$ cat src/sv/mst_pkg.sv
// shared types and constants of the multi-slot timer service
// no dependencies
`default_nettype none

package mst_pkg;

    localparam int SLOT_W = 4;
    localparam int TICK_W = 32;

    // input item kinds
    localparam logic [2:0] KIND_START   = 3'd0;
    localparam logic [2:0] KIND_STOP    = 3'd1;
    localparam logic [2:0] KIND_DELETE  = 3'd2;
    localparam logic [2:0] KIND_SERVICE = 3'd3;
    localparam logic [2:0] KIND_NEXT    = 3'd4;
    localparam logic [2:0] KIND_ACTIVE  = 3'd5;

    // result kinds
    localparam logic [2:0] RK_ACK     = 3'd0;
    localparam logic [2:0] RK_EXPIRED = 3'd1;
    localparam logic [2:0] RK_DONE    = 3'd2;
    localparam logic [2:0] RK_NEXT    = 3'd3;
    localparam logic [2:0] RK_ACTIVE  = 3'd4;

    localparam logic [TICK_W-1:0] NONE_LEFT = 32'hffff_ffff;

    // queued command kind field (low two bits of the input kind)
    localparam logic [1:0] QK_START = 2'd0;

    typedef enum logic [2:0] {
        S_IDLE,
        S_FETCH,
        S_EXEC,
        S_LINK,
        S_WRAP,
        S_DUE
    } t_state;

    // one result word from the back end
    typedef struct packed {
        logic              valid;
        logic [2:0]        kind;
        logic [SLOT_W-1:0] slot;
        logic              last;
    } t_result;

    // list heads seen by the front end
    typedef struct packed {
        logic              cur_busy;
        logic              oth_busy;
        logic [TICK_W-1:0] cur_head;
        logic [TICK_W-1:0] oth_head;
    } t_lstat;

endpackage

`default_nettype wire

$ cat src/sv/mst_cmd_queue.sv
// command fifo between front end and list engine
// depends on mst_pkg
`default_nettype none

module mst_cmd_queue
    import mst_pkg::*;
#(
    parameter int DEPTH = 8
) (
    input  wire logic                           i_clk,
    input  wire logic                           i_rst_n,
    input  wire logic                           i_push,
    input  wire logic [2*TICK_W-1:0]            i_times,
    input  wire logic [SLOT_W+1:0]              i_ctl,
    input  wire logic                           i_pop,
    output logic [2*TICK_W-1:0]                 o_times,
    output logic [SLOT_W+1:0]                   o_ctl,
    output logic [$clog2(DEPTH+1)-1:0]          o_count
);

    localparam int PW = (DEPTH > 1) ? $clog2(DEPTH) : 1;
    localparam int CW = $clog2(DEPTH+1);

    logic [2*TICK_W-1:0] r_mem_t [DEPTH];
    logic [SLOT_W+1:0]   r_mem_c [DEPTH];
    logic [PW-1:0]       r_wp, r_rp;
    logic [CW-1:0]       r_cnt;

    // storage write and registered read
    always_ff @(posedge i_clk) begin
        if (i_push) begin
            r_mem_t[r_wp] <= i_times;
            r_mem_c[r_wp] <= i_ctl;
        end
        if (i_pop) begin
            o_times <= r_mem_t[r_rp];
            o_ctl   <= r_mem_c[r_rp];
        end
    end

    // pointers and fill count
    always_ff @(posedge i_clk) begin
        if (!i_rst_n) begin
            r_wp  <= '0;
            r_rp  <= '0;
            r_cnt <= '0;
        end else begin
            if (i_push) begin
                r_wp <= (r_wp == PW'(DEPTH-1)) ? '0 : r_wp + 1'b1;
            end
            if (i_pop) begin
                r_rp <= (r_rp == PW'(DEPTH-1)) ? '0 : r_rp + 1'b1;
            end
            if (i_push && !i_pop) begin
                r_cnt <= r_cnt + 1'b1;
            end else if (i_pop && !i_push) begin
                r_cnt <= r_cnt - 1'b1;
            end
        end
    end

    assign o_count = r_cnt;

endmodule

`default_nettype wire

$ cat config.mk
export PLATFORM = sky130hd
export DESIGN_NAME = mst_cmd_queue
export DESIGN_NICKNAME = d
export VERILOG_FILES = /design/src/sv/mst_pkg.sv /design/src/sv/mst_cmd_queue.sv
export SDC_FILE = /design/constraint.sdc
export NUM_CORES = 1
export LEC_CHECK = 0
export BUFFER_PORTS_ARGS = -buffer_cell sky130_fd_sc_hd__buf_4
export CAP_MARGIN = 5
export CORE_AREA = 2 2 187 263
export CTS_CLUSTER_DIAMETER = 200
export DETAILED_ROUTE_END_ITERATION = 10
export DIE_AREA = 0 0 189 265
export HOLD_SLACK_MARGIN = 0.1
export PLACE_DENSITY = 0.71
export SETUP_SLACK_MARGIN = 0.3
export SLEW_MARGIN = 15
export SYNTH_ARGS = -nofsm -noshare
export SYNTH_HDL_FRONTEND = slang
export SYNTH_SLANG_ARGS = --single-unit
$ cat constraint.sdc
create_clock -name i_clk -period 7.1 [get_ports i_clk]
set_input_delay 0.71 -clock i_clk [delete_from_list [all_inputs] [get_ports i_clk]]
set_output_delay 0.71 -clock i_clk [all_outputs]
set_load 0.005 [all_outputs]
Yosys cells after proc, flatten, opt, wreduce, memory -nomap -nowiden
Memory sizes are Yosys's and may differ from the RTL's. A register that Yosys moved wholly into a read port is not among the register bits. Index checks and enable logic that the tools add are counted.

Register bits: 10. RAM bits: 560. Input bits: 74. Output and inout port bits: 74. Logic and storage cells: 22. Memories: 2.

$add $sub $neg: 4. Eq/ne operators: 2. Mux-type cells: 6. Reductions and logical operators: 5.

Memories: r_mem_t (words 8, width 64, read ports 1, clocked after Yosys merged registers in 1, write ports 1, RTL line mst_cmd_queue.sv:24) `logic [2*TICK_W-1:0] r_mem_t [DEPTH];`; r_mem_c (words 8, width 6, read ports 1, clocked after Yosys merged registers in 1, write ports 1, RTL line mst_cmd_queue.sv:25) `logic [SLOT_W+1:0] r_mem_c [DEPTH];`.

Operator list (number): 4-bit 2-to-1 mux (2); 3-bit by 1-bit adder with 3-bit output, second input constant (2); 3-bit == test, second input constant (2); 3-bit 2-to-1 mux (2); 4-bit by 1-bit adder with 4-bit output, second input constant (1); 4-bit by 1-bit subtractor with 4-bit output, second input constant (1); 1-bit logical AND (2); 1-bit zero test (2); 1-bit 2-to-1 mux (2); 2-bit nonzero test (1).

Longest topological paths before layout
Gate-level depths: netlist (run 1).

Depth in word-level cells: 4. Mapped depth: 8. Mapped depth without buffers: 8.

Worst setup path after synthesis (run 1)
Ideal clock, no wire load.

Path type: in2reg. Start: input i_push. End: memory r_mem_c[0][0] (netlist bit) (enable). Library setup time: 0.584 ns. Arrival: 5.557 ns. Required time: 6.516 ns. Slack: 0.959 ns. Cell stages on the path: 2. Path buffers: 0. Cell sequence: nand2b_1 nor3_1.

Word-level cells in the longest chain between the ends: 2.

RTL lines: from (decl) (RTL line mst_cmd_queue.sv:12) `input wire logic i_push,`; 1-bit 2-to-1 mux (RTL line mst_cmd_queue.sv:31) `if (i_push) begin`; 1-bit 2-to-1 mux (implied by the code) (RTL line mst_cmd_queue.sv:33) `r_mem_c[r_wp] <= i_ctl;`; to (decl) (RTL line mst_cmd_queue.sv:25).

Every way passes these cells.

Final worst setup path (run 1)
Start: register r_wp[0]. End: memory r_mem_t[3][18] (netlist bit) (enable).

RTL lines: from (decl) (RTL line mst_cmd_queue.sv:26) `logic [PW-1:0] r_wp, r_rp;`; from (signal assigned) (RTL line mst_cmd_queue.sv:49) `r_wp <= (r_wp == PW'(DEPTH-1)) ? '0 : r_wp + 1'b1;`; to (decl) (RTL line mst_cmd_queue.sv:24).

Straight into the memory's write port.

==> flow_summary_export.csv, run 1 <==
group,metric,value,unit
route,route.vias.total,10160,
critical_path,setup.worst_path.class,"flop to flop",
critical_path,end_kind,"flop",
logic_synthesis,postSynthCellCount,947,
cells_and_area,area_growth,15.70,%
floorplan,core_region_area,47660,µm²
job,max_cap_viol_count,0,
cells_and_area,postLayoutCellArea,27400,µm²
cts,cts_tree,"done",
cts,clock_tree.buffer_depth,3,
logic_synthesis,synth.ff_latch_count,640,
floorplan,dieArea,50090,µm²
logic_synthesis,yosys.cell_count.top_type,"sky130_fd_sc_hd__edfxtp_1",
cells_and_area,diodes,0,
run_status,status,"finished clean",
route,totalWireLength,44340,µm
cells_and_area,post_route_cells_drive_above_1_share,0.3959,
route,routed_wire_length_per_instance,24.54,µm
cells_and_area,finalNetCount,1212,
cts,h-tree-depth,2,
min_path,holdPathStages,1,
logic_synthesis,netlist_area,23680,µm²
critical_path,worst-r2r-setup-slack,4.47,ns
critical_path,arrival,2.84,ns
critical_path,critical_path_buf_inv_count,1,
power,irDropWorstVdd,0.2107,mV
grt,grt_antenna_before_repair,2,
logic_synthesis,number_of_enable_flip_flop_cells_after_synthesis,630,
route,final_antenna_net_count,0,
floorplan,ios,148,
timing,period_needed,2.630,ns
cts,clkSinkCount,640,
grt,grt_start_max_net_pins,87,
timing,finalSetupViolations,0,
critical_path,worstReg2RegEnd,"r_mem_t[3][18]",
min_path,hold_class,"input port to flop",
route,drc,0,
grt,first_pass_grt_wire_length,67130,µm
critical_path,cp_cell_sequence,"nand2_1 > nor2_4 > buf_4",
min_path,hold-path-endpoint,"r_mem_t[6][54]",
power,power_leakage,8.753,nW
critical_path,worst-r2r-cell-count,3,
grt,overflow,0,
logic_synthesis,synth_fp_nets,1029,
logic_synthesis,synth_flop_cell,"sky130_fd_sc_hd__edfxtp_1",
critical_path,crit_path_start,"r_wp[0]",
critical_path,required,7.31,ns
floorplan,floorplan.die.height,265,µm
timing,tightestPinTransition,0.9793,ns
place,weighted_congestion_at_the_end_of_routability_driven_global_placement,0.7001,
logic_synthesis,synthDistinctLibCells,24,
critical_path,timing.critical_path.slowest_cell_delay,0.80,ns
grt,via_count_of_the_first_global_routing_pass,10950,
cts,cts.root.buffer_cell,"sky130_fd_sc_hd__clkbuf_16",
timing,final_hold_viol_count,0,
cts,numCtsBuffers,57,
timing,final_max_slew_viol_count,0,
route,firstDrtPassIters,5,
floorplan,die_x,189,µm
logic_synthesis,synthArstFlopShare,0,
critical_path,path_delay_family,"simple AND/OR/NAND/NOR gates",
place,detailed_place_hpwl,23380,µm
timing,fmaxAchievable,380.2,MHz
timing,final_min_period_over_clock_period,0.3705,
critical_path,reg2reg_from,"r_wp[0]",
place,placed_standard_cell_area,25550,µm²
power,pwr_density_cell,285.7,nW/µm²
cells_and_area,fillCellCount,3403,
cts,postcts_resize_cnt,0,
min_path,hold_start,"i_times[54]",
route,avgViaCountPerCell,5.623,
logic_synthesis,netlist.area_leader.share,0.7989,
logic_synthesis,synth.largest_area_cell,"sky130_fd_sc_hd__edfxtp_1",
place,dp_worst_setup_slack,3.963,ns
place,numPortBuffers,147,
logic_synthesis,ys.warnings.count,0,
logic_synthesis,synthTopCellsByArea,"sky130_fd_sc_hd__edfxtp_1, sky130_fd_sc_hd__mux4_2, sky130_fd_sc_hd__mux2_2",
cts,worst_setup_hold_path_clk_slew,0.07,ns
route,dr.first_iter.drc_count,607,
timing,timing.final.ws_setup,4.470,ns
floorplan,start_util,0.4968,
logic_synthesis,synth.cells.most_frequent,"sky130_fd_sc_hd__edfxtp_1, sky130_fd_sc_hd__mux4_2, sky130_fd_sc_hd__mux2_2, sky130_fd_sc_hd__clkbuf_1, sky130_fd_sc_hd__buf_2",
timing,max-slew-margin-rel,0.3456,
cts,cts.repair_timing.setup_buffer_count,0,
critical_path,worstPathMaxFanout,44,
timing,setup_tns,0,ns
timing,final.setup_skew,0.02705,ns
floorplan,rows,95,
grt,overall_global_routing_resource_usage,0.1803,
logic_synthesis,proportion_of_synthesized_chip_area_in_sequential_cells,0.8074,
critical_path,slowest_stage_cell_on_the_critical_path,"sky130_fd_sc_hd__nor2_4",
critical_path,worstSetupStartpointType,"flop",
cts,clkLatencyLatePin,0.60,ns
logic_synthesis,syn_area_per_cell,25.00,µm²
cts,ctsHoldBuffers,0,
timing,setup_repair_after_global_routing_missed_its_margin,"no",
## worst max-delay path by stage
stage                          end  cells after the start
floorplan            r_mem_c[0][0]                      2
global placement     r_mem_t[2][6]                      4
detailed placement   r_mem_t[3][6]                      4
CTS                 r_mem_t[3][19]                      3
global route        r_mem_t[3][23]                      3
finish              r_mem_t[3][18]                      3
## kinds of logic after synthesis
kind of cell	count (synthesis)	synth area share
compound gates	6	0.001480
xor+xnor	2	0.0007399
fa+ha+maj	8	0.004544
simple gates	30	0.006235
flops	640	0.8074
buf+inv	45	0.01062
mux	216	0.1690
## registers in the layout, summed over array words and instances, names as in the netlist
register	cells
o_times	64
o_ctl	6
r_wp	3
o_count	4
r_rp	3
r_mem_c	48
r_mem_t	512
## cell type report
class / instances / area, µm² / area share
flip-flops and latches: 640 / 19130 / 0.6982
multi-input cells: 262 / 4364 / 0.1593
clock buffers: 70 / 1506 / 0.05498
repair buffers: 166 / 1259 / 0.04594
well taps: 630 / 788.3 / 0.02877
clock inverters: 36 / 339.1 / 0.01238
inverters: 3 / 11.26 / 0.0004110
## layer usage
layer	part of all wire	global-route usage	up-vias
li1	-	-	4380
met1	0.40	0.2327	5464
met2	0.53	0.3179	240
met3	0.047	0.02820	73
met4	0.021	0.05131	4
met5	0.00052	0	-
## layout by cell type (no fill, tap or decap), types with 2 or more instances in the layout
| master | synthesis | layout |
|---|---|---|
| sky130_fd_sc_hd__dfxtp_4 | 0 | 3 |
| sky130_fd_sc_hd__clkbuf_16 | 0 | 58 |
| sky130_fd_sc_hd__mux2_2 | 70 | 70 |
| sky130_fd_sc_hd__nor2_4 | 0 | 6 |
| sky130_fd_sc_hd__nand2_1 | 6 | 6 |
| sky130_fd_sc_hd__nor2b_1 | 6 | 6 |
| sky130_fd_sc_hd__ha_1 | 7 | 7 |
| sky130_fd_sc_hd__bufinv_16 | 0 | 5 |
| sky130_fd_sc_hd__clkinvlp_4 | 0 | 3 |
| sky130_fd_sc_hd__nor3_2 | 0 | 2 |
| sky130_fd_sc_hd__clkinv_1 | 0 | 16 |
| sky130_fd_sc_hd__buf_4 | 0 | 165 |
| sky130_fd_sc_hd__edfxtp_1 | 630 | 630 |
| sky130_fd_sc_hd__inv_8 | 0 | 2 |
| sky130_fd_sc_hd__clkinv_2 | 0 | 6 |
| sky130_fd_sc_hd__nor2_1 | 8 | 2 |
| sky130_fd_sc_hd__dfxtp_1 | 10 | 7 |
| sky130_fd_sc_hd__a21oi_1 | 2 | 2 |
| sky130_fd_sc_hd__xnor2_1 | 2 | 2 |
| sky130_fd_sc_hd__nand2b_1 | 3 | 3 |
| sky130_fd_sc_hd__clkbuf_1 | 21 | 11 |
| sky130_fd_sc_hd__inv_1 | 3 | 3 |
| sky130_fd_sc_hd__and2_1 | 3 | 3 |
| sky130_fd_sc_hd__mux4_2 | 140 | 140 |
| sky130_fd_sc_hd__mux2i_1 | 6 | 6 |
## power breakdown
| part | total, W | internal (W) | switching (W) |
|---|---|---|---|
| sequential | 0.00433 | 0.00428 | 0.0000478 |
| combinational | 0.000481 | 0.000254 | 0.000227 |
| clock | 0.00302 | 0.00170 | 0.00132 |
| total | 0.00783 | 0.00624 | 0.00159 |
## through the flow
step           total power (W)  cells  utilization  hold WS (ns)
2_1_floorplan         0.004685    947            -        0.4623
3_3_place_gp          0.004891   1701       0.5361        0.4634
3_5_place_dp          0.004905   1701       0.5361        0.4667
4_1_cts               0.007913   1807       0.5748        0.3042
5_1_grt               0.008077   1807       0.5748        0.3176
6_report              0.007829   1807       0.5748        0.3395
(Power assumes the default switching activity.)
==> inputs of run 2 (changes only) <==
- PLACE_DENSITY: 0.71 -> 0.74
- clock period: 7.1 -> 2.4 ns (I/O delays scaled with it)
==> run 2 against run 1 <==
Register-to-register slack worse by 4.0 ns. Clock power rose to 2.8 times the previous value. Sequential power rose to 3.0 times the previous value. Total power rose to 2.9 times the previous value. Setup slack worse by 4.0 ns. Maximum frequency up 37%. First-iteration DRC count up 30%.
==> flow_summary_export.csv, run 2 (same netlist as run 1, synthesis figures left out) <==
group,metric,value,unit
run_status,status,"finished clean",
cells_and_area,post_route_cells_drive_above_1_share,0.3799,
cells_and_area,multi_input_comb_area,4394,µm²
grt,grt_antenna_before_repair,3,
grt,grt_use_met1,0.2371,
critical_path,worstSetupStartpointType,"flop",
place,dp_worst_setup_slack,0.4365,ns
min_path,hold_start,"i_pop",
power,irDropWorstVdd,0.5830,mV
cells_and_area,biggestRegsByFlops,"r_mem_t x512, o_times x64, r_mem_c x48",
floorplan,start_util,0.4968,
grt,via_count_of_the_first_global_routing_pass,11310,
cells_and_area,fillCellCount,3269,
cts,numCtsBuffers,56,
min_path,holdPathStages,4,
grt,first_pass_grt_wire_length,68930,µm
cts,clock_tree.buffer_depth,3,
route,routed_wire_length_per_instance,24.61,µm
cts,cts.repair_timing.setup_buffer_count,0,
power,switching_power,0.004649,W
cells_and_area,area_growth,19.66,%
route,avgViaCountPerCell,5.604,
grt,globalRouteMet2Util,0.3241,
timing,final.setup_skew,0.02416,ns
power,power.share.clock,0.374,
cells_and_area,registers.top_by_ff_count,"r_mem_t",
timing,setup_tns,0,ns
route,route.vias.total,10560,
route,final_antenna_net_count,0,
cells_and_area,number_of_flip_flops_in_the_largest_register,512,
critical_path,worstPathMaxFanout,14,
floorplan,core_region_area,47660,µm²
critical_path,arrival,2.23,ns
timing,final_max_slew_viol_count,0,
critical_path,required,2.72,ns
grt,overflow,0,
timing,period_needed,1.914,ns
grt,grt_start_max_net_pins,73,
timing,hold_slack,0.1760,ns
timing,setup_repair_after_global_routing_missed_its_margin,"no",
route,firstDrtPassIters,4,
cells_and_area,finalNetCount,1293,
floorplan,floorplan.die.height,265,µm
grt,globalRoute.busiestLayer,"met2",
critical_path,worstReg2RegEnd,"o_times[31]",
critical_path,timing.critical_path.slowest_cell_delay,0.54,ns
power,fin_total_pwr,0.02300,W
cells_and_area,layout_commonest_cell,"sky130_fd_sc_hd__edfxtp_1",
cts,clkSinkCount,640,
power,internal-power,0.01835,W
critical_path,worst-r2r-cell-count,3,
place,numPortBuffers,147,
floorplan,dieArea,50090,µm²
critical_path,end_kind,"flop",
cells_and_area,area.sequential,19130,µm²
power,p_comb_frac,0.070,
route,totalWireLength,46390,µm
grt,fraction_of_met3_tracks_used_by_global_routing,0.02820,
critical_path,cp_cell_sequence,"buf_4 > mux4_2 > mux2_2",
cts,clkLatencyLatePin,0.59,ns
timing,max-slew-margin-rel,0.5519,
cts,h-tree-depth,2,
timing,timing.final.ws_setup,0.4861,ns
floorplan,rows,95,
power,power_leakage,9.122,nW
critical_path,worst-r2r-setup-slack,0.49,ns
critical_path,reg2reg_from,"r_rp[0]",
grt,overall_global_routing_resource_usage,0.1861,
cts,worst_setup_hold_path_clk_slew,0.06,ns
critical_path,slowest_stage_cell_on_the_critical_path,"sky130_fd_sc_hd__mux4_2",
cts,cts_tree,"done",
power,power_switching_share,0.2021,
route,drc,0,
floorplan,ios,148,
floorplan,die_x,189,µm
min_path,hold_class,"input port to flop",
route,dr.first_iter.drc_count,791,
place,weighted_congestion_at_the_end_of_routability_driven_global_placement,0.7031,
timing,final_min_period_over_clock_period,0.7975,
timing,final_hold_viol_count,0,
power,pwr_density_cell,811.8,nW/µm²
job,max_cap_viol_count,0,
place,detailed_place_hpwl,24410,µm
cells_and_area,final_cell_mix,"sky130_fd_sc_hd__edfxtp_1, sky130_fd_sc_hd__buf_4, sky130_fd_sc_hd__mux4_2",
cts,cts.root.buffer_cell,"sky130_fd_sc_hd__clkbuf_16",
timing,fmaxAchievable,522.5,MHz
min_path,hold-path-endpoint,"r_rp[0]",
power,power.share.sequential,0.556,
timing,finalSetupViolations,0,
timing,tightestPinTransition,0.6721,ns
critical_path,setup.worst_path.class,"flop to flop",
[run 2: changes by cell type in the layout (fill, tap and decap cells not counted), moves of 3 or more]
cell	delta
sky130_fd_sc_hd__dlygate4sd3_1	+72
sky130_fd_sc_hd__dfxtp_1	-3
sky130_fd_sc_hd__buf_12	+17
sky130_fd_sc_hd__buf_4	-7
sky130_fd_sc_hd__dfxtp_2	+3
[run 2: layout make-up]
type                    instances  area share
well taps                     630     0.02782
diodes                          2   0.0001766
inverters                       3   0.0003974
clock buffers                  69     0.05118
clock inverters                31     0.01002
flip-flops and latches        640      0.6753
repair buffers                248     0.08002
multi-input cells             262      0.1551
[run 2: power by group through the flow]
stage / clock (W) / sequential, W / combinational, W
global route: 0.00913 / 0.0128 / 0.00174
CTS: 0.00878 / 0.0128 / 0.00165
finish: 0.00859 / 0.0128 / 0.00161
floorplan: 0 / 0.0130 / 0.000841
global placement: 0 / 0.0130 / 0.00149
detailed placement: 0 / 0.0130 / 0.00154
[run 2: worst max path at each step]
stage	start	depth (start not counted)	to	slack, ns
2_1_floorplan	r_wp[2]	2	r_mem_c[0][0]	-0.26
3_3_place_gp	i_pop	9	o_count[3]	0.45
3_5_place_dp	i_pop	9	o_count[3]	0.44
4_1_cts	r_rp[0]	3	o_times[31]	0.46
5_1_grt	r_rp[0]	3	o_times[31]	0.39
6_report	r_rp[0]	3	o_times[31]	0.49
[run 2: per-layer routing]
metal  up-vias  share of wire
met5         -              0
met3        93          0.045
met4         0          0.034
met2       291           0.52
met1      5629           0.40
li1       4550              -
[run 2: worst max-delay path: cells and delay by family (launching register included)]
kind / cells / cell delay, ns
buf+inv: 1 / 0.34
flops: 1 / 0.48
mux: 2 / 0.82
[run 2: per-stage QoR]
stage / util / cells / area (µm²)
floorplan: - / 947 / 23770
global placement: 0.5428 / 1711 / 25870
detailed placement: 0.5428 / 1711 / 25870
CTS: 0.5943 / 1883 / 28330
global route: 0.5944 / 1885 / 28330
finish: 0.5944 / 1885 / 28330
[run 2: repair_timing]
action | CTS | global route
gates resized for setup | 0 | 0
hold buffers | 72 | 0
endpoints found under the hold margin | 570 | 0
==> inputs of run 3 (changes only) <==
- PLACE_DENSITY: 0.74 -> 0.71
- clock period: 2.4 -> 1.99 ns (I/O delays scaled with it)
==> run 3 against run 2 <==
Non-clock buffer count is 31 higher. Sequential share of layout area is 2.3 points lower. Combinational power increased by 39%. Setup slack got worse by 0.37 ns. Die area is the same. Critical path depth is 2 higher.
==> flow_summary_export.csv, run 3 (same netlist as run 1, synthesis figures left out) <==
group,metric,value,unit
cells_and_area,final_util,0.6154,
critical_path,reg2reg_from,"r_rp[0]",
cells_and_area,number_of_flip_flops_in_the_largest_register,512,
route,route.vias.total,10730,
timing,timing.final.ws_setup,0.1170,ns
run_status,status,"finished clean",
min_path,hold_start,"i_pop",
cells_and_area,layout_commonest_cell,"sky130_fd_sc_hd__edfxtp_1",
grt,overflow,0,
grt,grt_start_max_net_pins,73,
critical_path,worstSetupStartpointType,"flop",
cells_and_area,final_cell_mix,"sky130_fd_sc_hd__edfxtp_1, sky130_fd_sc_hd__buf_4, sky130_fd_sc_hd__mux4_2",
cts,worst_setup_hold_path_clk_slew,0.06,ns
timing,max-slew-margin-rel,0.6337,
grt,via_count_of_the_first_global_routing_pass,11600,
floorplan,rows,95,
job,max_cap_viol_count,0,
cells_and_area,finalNetCount,1324,
grt,grt_antenna_before_repair,3,
timing,final_hold_viol_count,0,
cts,numCtsBuffers,56,
timing,final.setup_skew,0.03117,ns
timing,final_min_period_over_clock_period,0.9412,
timing,tightestPinTransition,0.5495,ns
route,firstDrtPassIters,5,
cts,h-tree-depth,2,
place,numPortBuffers,147,
cts,cts_tree,"done",
critical_path,end_kind,"flop",
timing,setup_repair_after_global_routing_missed_its_margin,"yes",
timing,hold_slack,0.1669,ns
cts,cts.root.buffer_cell,"sky130_fd_sc_hd__clkbuf_16",
floorplan,ios,148,
power,irDropWorstVdd,0.7865,mV
cells_and_area,fillCellCount,3167,
cells_and_area,biggestRegsByFlops,"r_mem_t x512, o_times x64, r_mem_c x48",
min_path,hold_class,"input port to flop",
cts,clock_tree.buffer_depth,3,
grt,overall_global_routing_resource_usage,0.1965,
cells_and_area,post_route_cells_drive_above_1_share,0.4040,
timing,finalSetupViolations,0,
floorplan,dieArea,50090,µm²
route,drc,0,
cts,clkLatencyLatePin,0.60,ns
floorplan,start_util,0.4968,
critical_path,worstPathMaxFanout,7,
critical_path,required,2.33,ns
timing,setup_tns,0,ns
cells_and_area,area_growth,23.87,%
place,detailed_place_hpwl,24980,µm
route,totalWireLength,48640,µm
timing,fmaxAchievable,533.9,MHz
floorplan,core_region_area,47660,µm²
floorplan,floorplan.die.height,265,µm
critical_path,arrival,2.21,ns
cts,clkSinkCount,640,
floorplan,die_x,189,µm
route,routed_wire_length_per_instance,25.36,µm
critical_path,crit_path_start,"r_rp[0]",
route,final_antenna_net_count,0,
place,weighted_congestion_at_the_end_of_routability_driven_global_placement,0.6939,
cells_and_area,registers.top_by_ff_count,"r_mem_t",
power,pwr_density_cell,983.3,nW/µm²
route,dr.first_iter.drc_count,798,
grt,first_pass_grt_wire_length,72760,µm
route,avgViaCountPerCell,5.593,
timing,final_max_slew_viol_count,0,
place,dp_worst_setup_slack,0.1054,ns
timing,period_needed,1.873,ns
critical_path,setup.worst_path.class,"flop to flop",
power,power_leakage,9.590,nW
-- run 3: cell types whose count changed in the layout (fill, tap and decap cells not counted), sizes merged --
cell / before / now
buf: 176 / 202
bufbuf: 0 / 1
bufinv: 5 / 10
clkbuf: 69 / 67
clkinv: 23 / 24
clkinvlp: 1 / 3
diode: 2 / 1
dlygate4sd3: 72 / 73
-- run 3: metal layers --
layer  share of wire  vias to the layer above  track usage  wire, µm
met1            0.39                     5728       0.2509     18980
met2            0.55                      314       0.3566     26520
met3           0.048                       59      0.02688      2321
met4           0.016                        4      0.04666       793
li1                -                     4623            -         -
met5         0.00056                        -            0        27
-- run 3: repair_timing --
| item | in CTS | in global routing |
|---|---|---|
| hold buffers | 73 | 0 |
| setup buffers | 10 | 2 |
| gates cloned | 8 | 4 |
| endpoints found under the setup margin | 70 | 70 |
| resized for setup | 31 | 8 |
| endpoints found under the hold margin | 570 | 0 |
-- run 3: final cells by class --
cell class	count	area (µm²)	area share
multi-input cells	262	4478	0.1527
well taps	630	788.3	0.02687
clock buffers	64	1431	0.04880
repair buffers	279	3010	0.1026
diodes	1	2.502	0.00008531
inverters	3	13.76	0.0004692
flip-flops and latches	640	19140	0.6525
clock inverters	39	469.2	0.01600
-- run 3: worst paths after layout --
path | endpoint | slack, ns | depth (start not counted)
hold / removal | r_rp[0] | 0.17 | 5
setup / recovery | o_times[51] | 0.12 | 5
setup reg to reg | o_times[51] | 0.12 | 5
hold reg to reg | o_count[3] | 0.48 | 2
-- run 3: power breakdown --
group | switching (W) | internal (W)
Clock | 0.00470 | 0.00647
Sequential | 0.000161 | 0.0153
Combinational | 0.000962 | 0.00127
-- run 3: metrics by stage --
stage	area (µm²)	power (W)	instances
finish	29330	0.02884	1918
detailed placement	26080	0.01762	1717
global route	29330	0.02974	1918
CTS	29180	0.02908	1911
global placement	26080	0.01756	1717
floorplan	23900	0.01675	947
-- run 3: critical path: stages (launching register included) --
cell and delay, ns:
sky130_fd_sc_hd__dfxtp_4 0.38, sky130_fd_sc_hd__buf_12 0.15, sky130_fd_sc_hd__buf_4 0.13, sky130_fd_sc_hd__buf_16 0.14
sky130_fd_sc_hd__mux4_2 0.52, sky130_fd_sc_hd__mux2_2 0.28
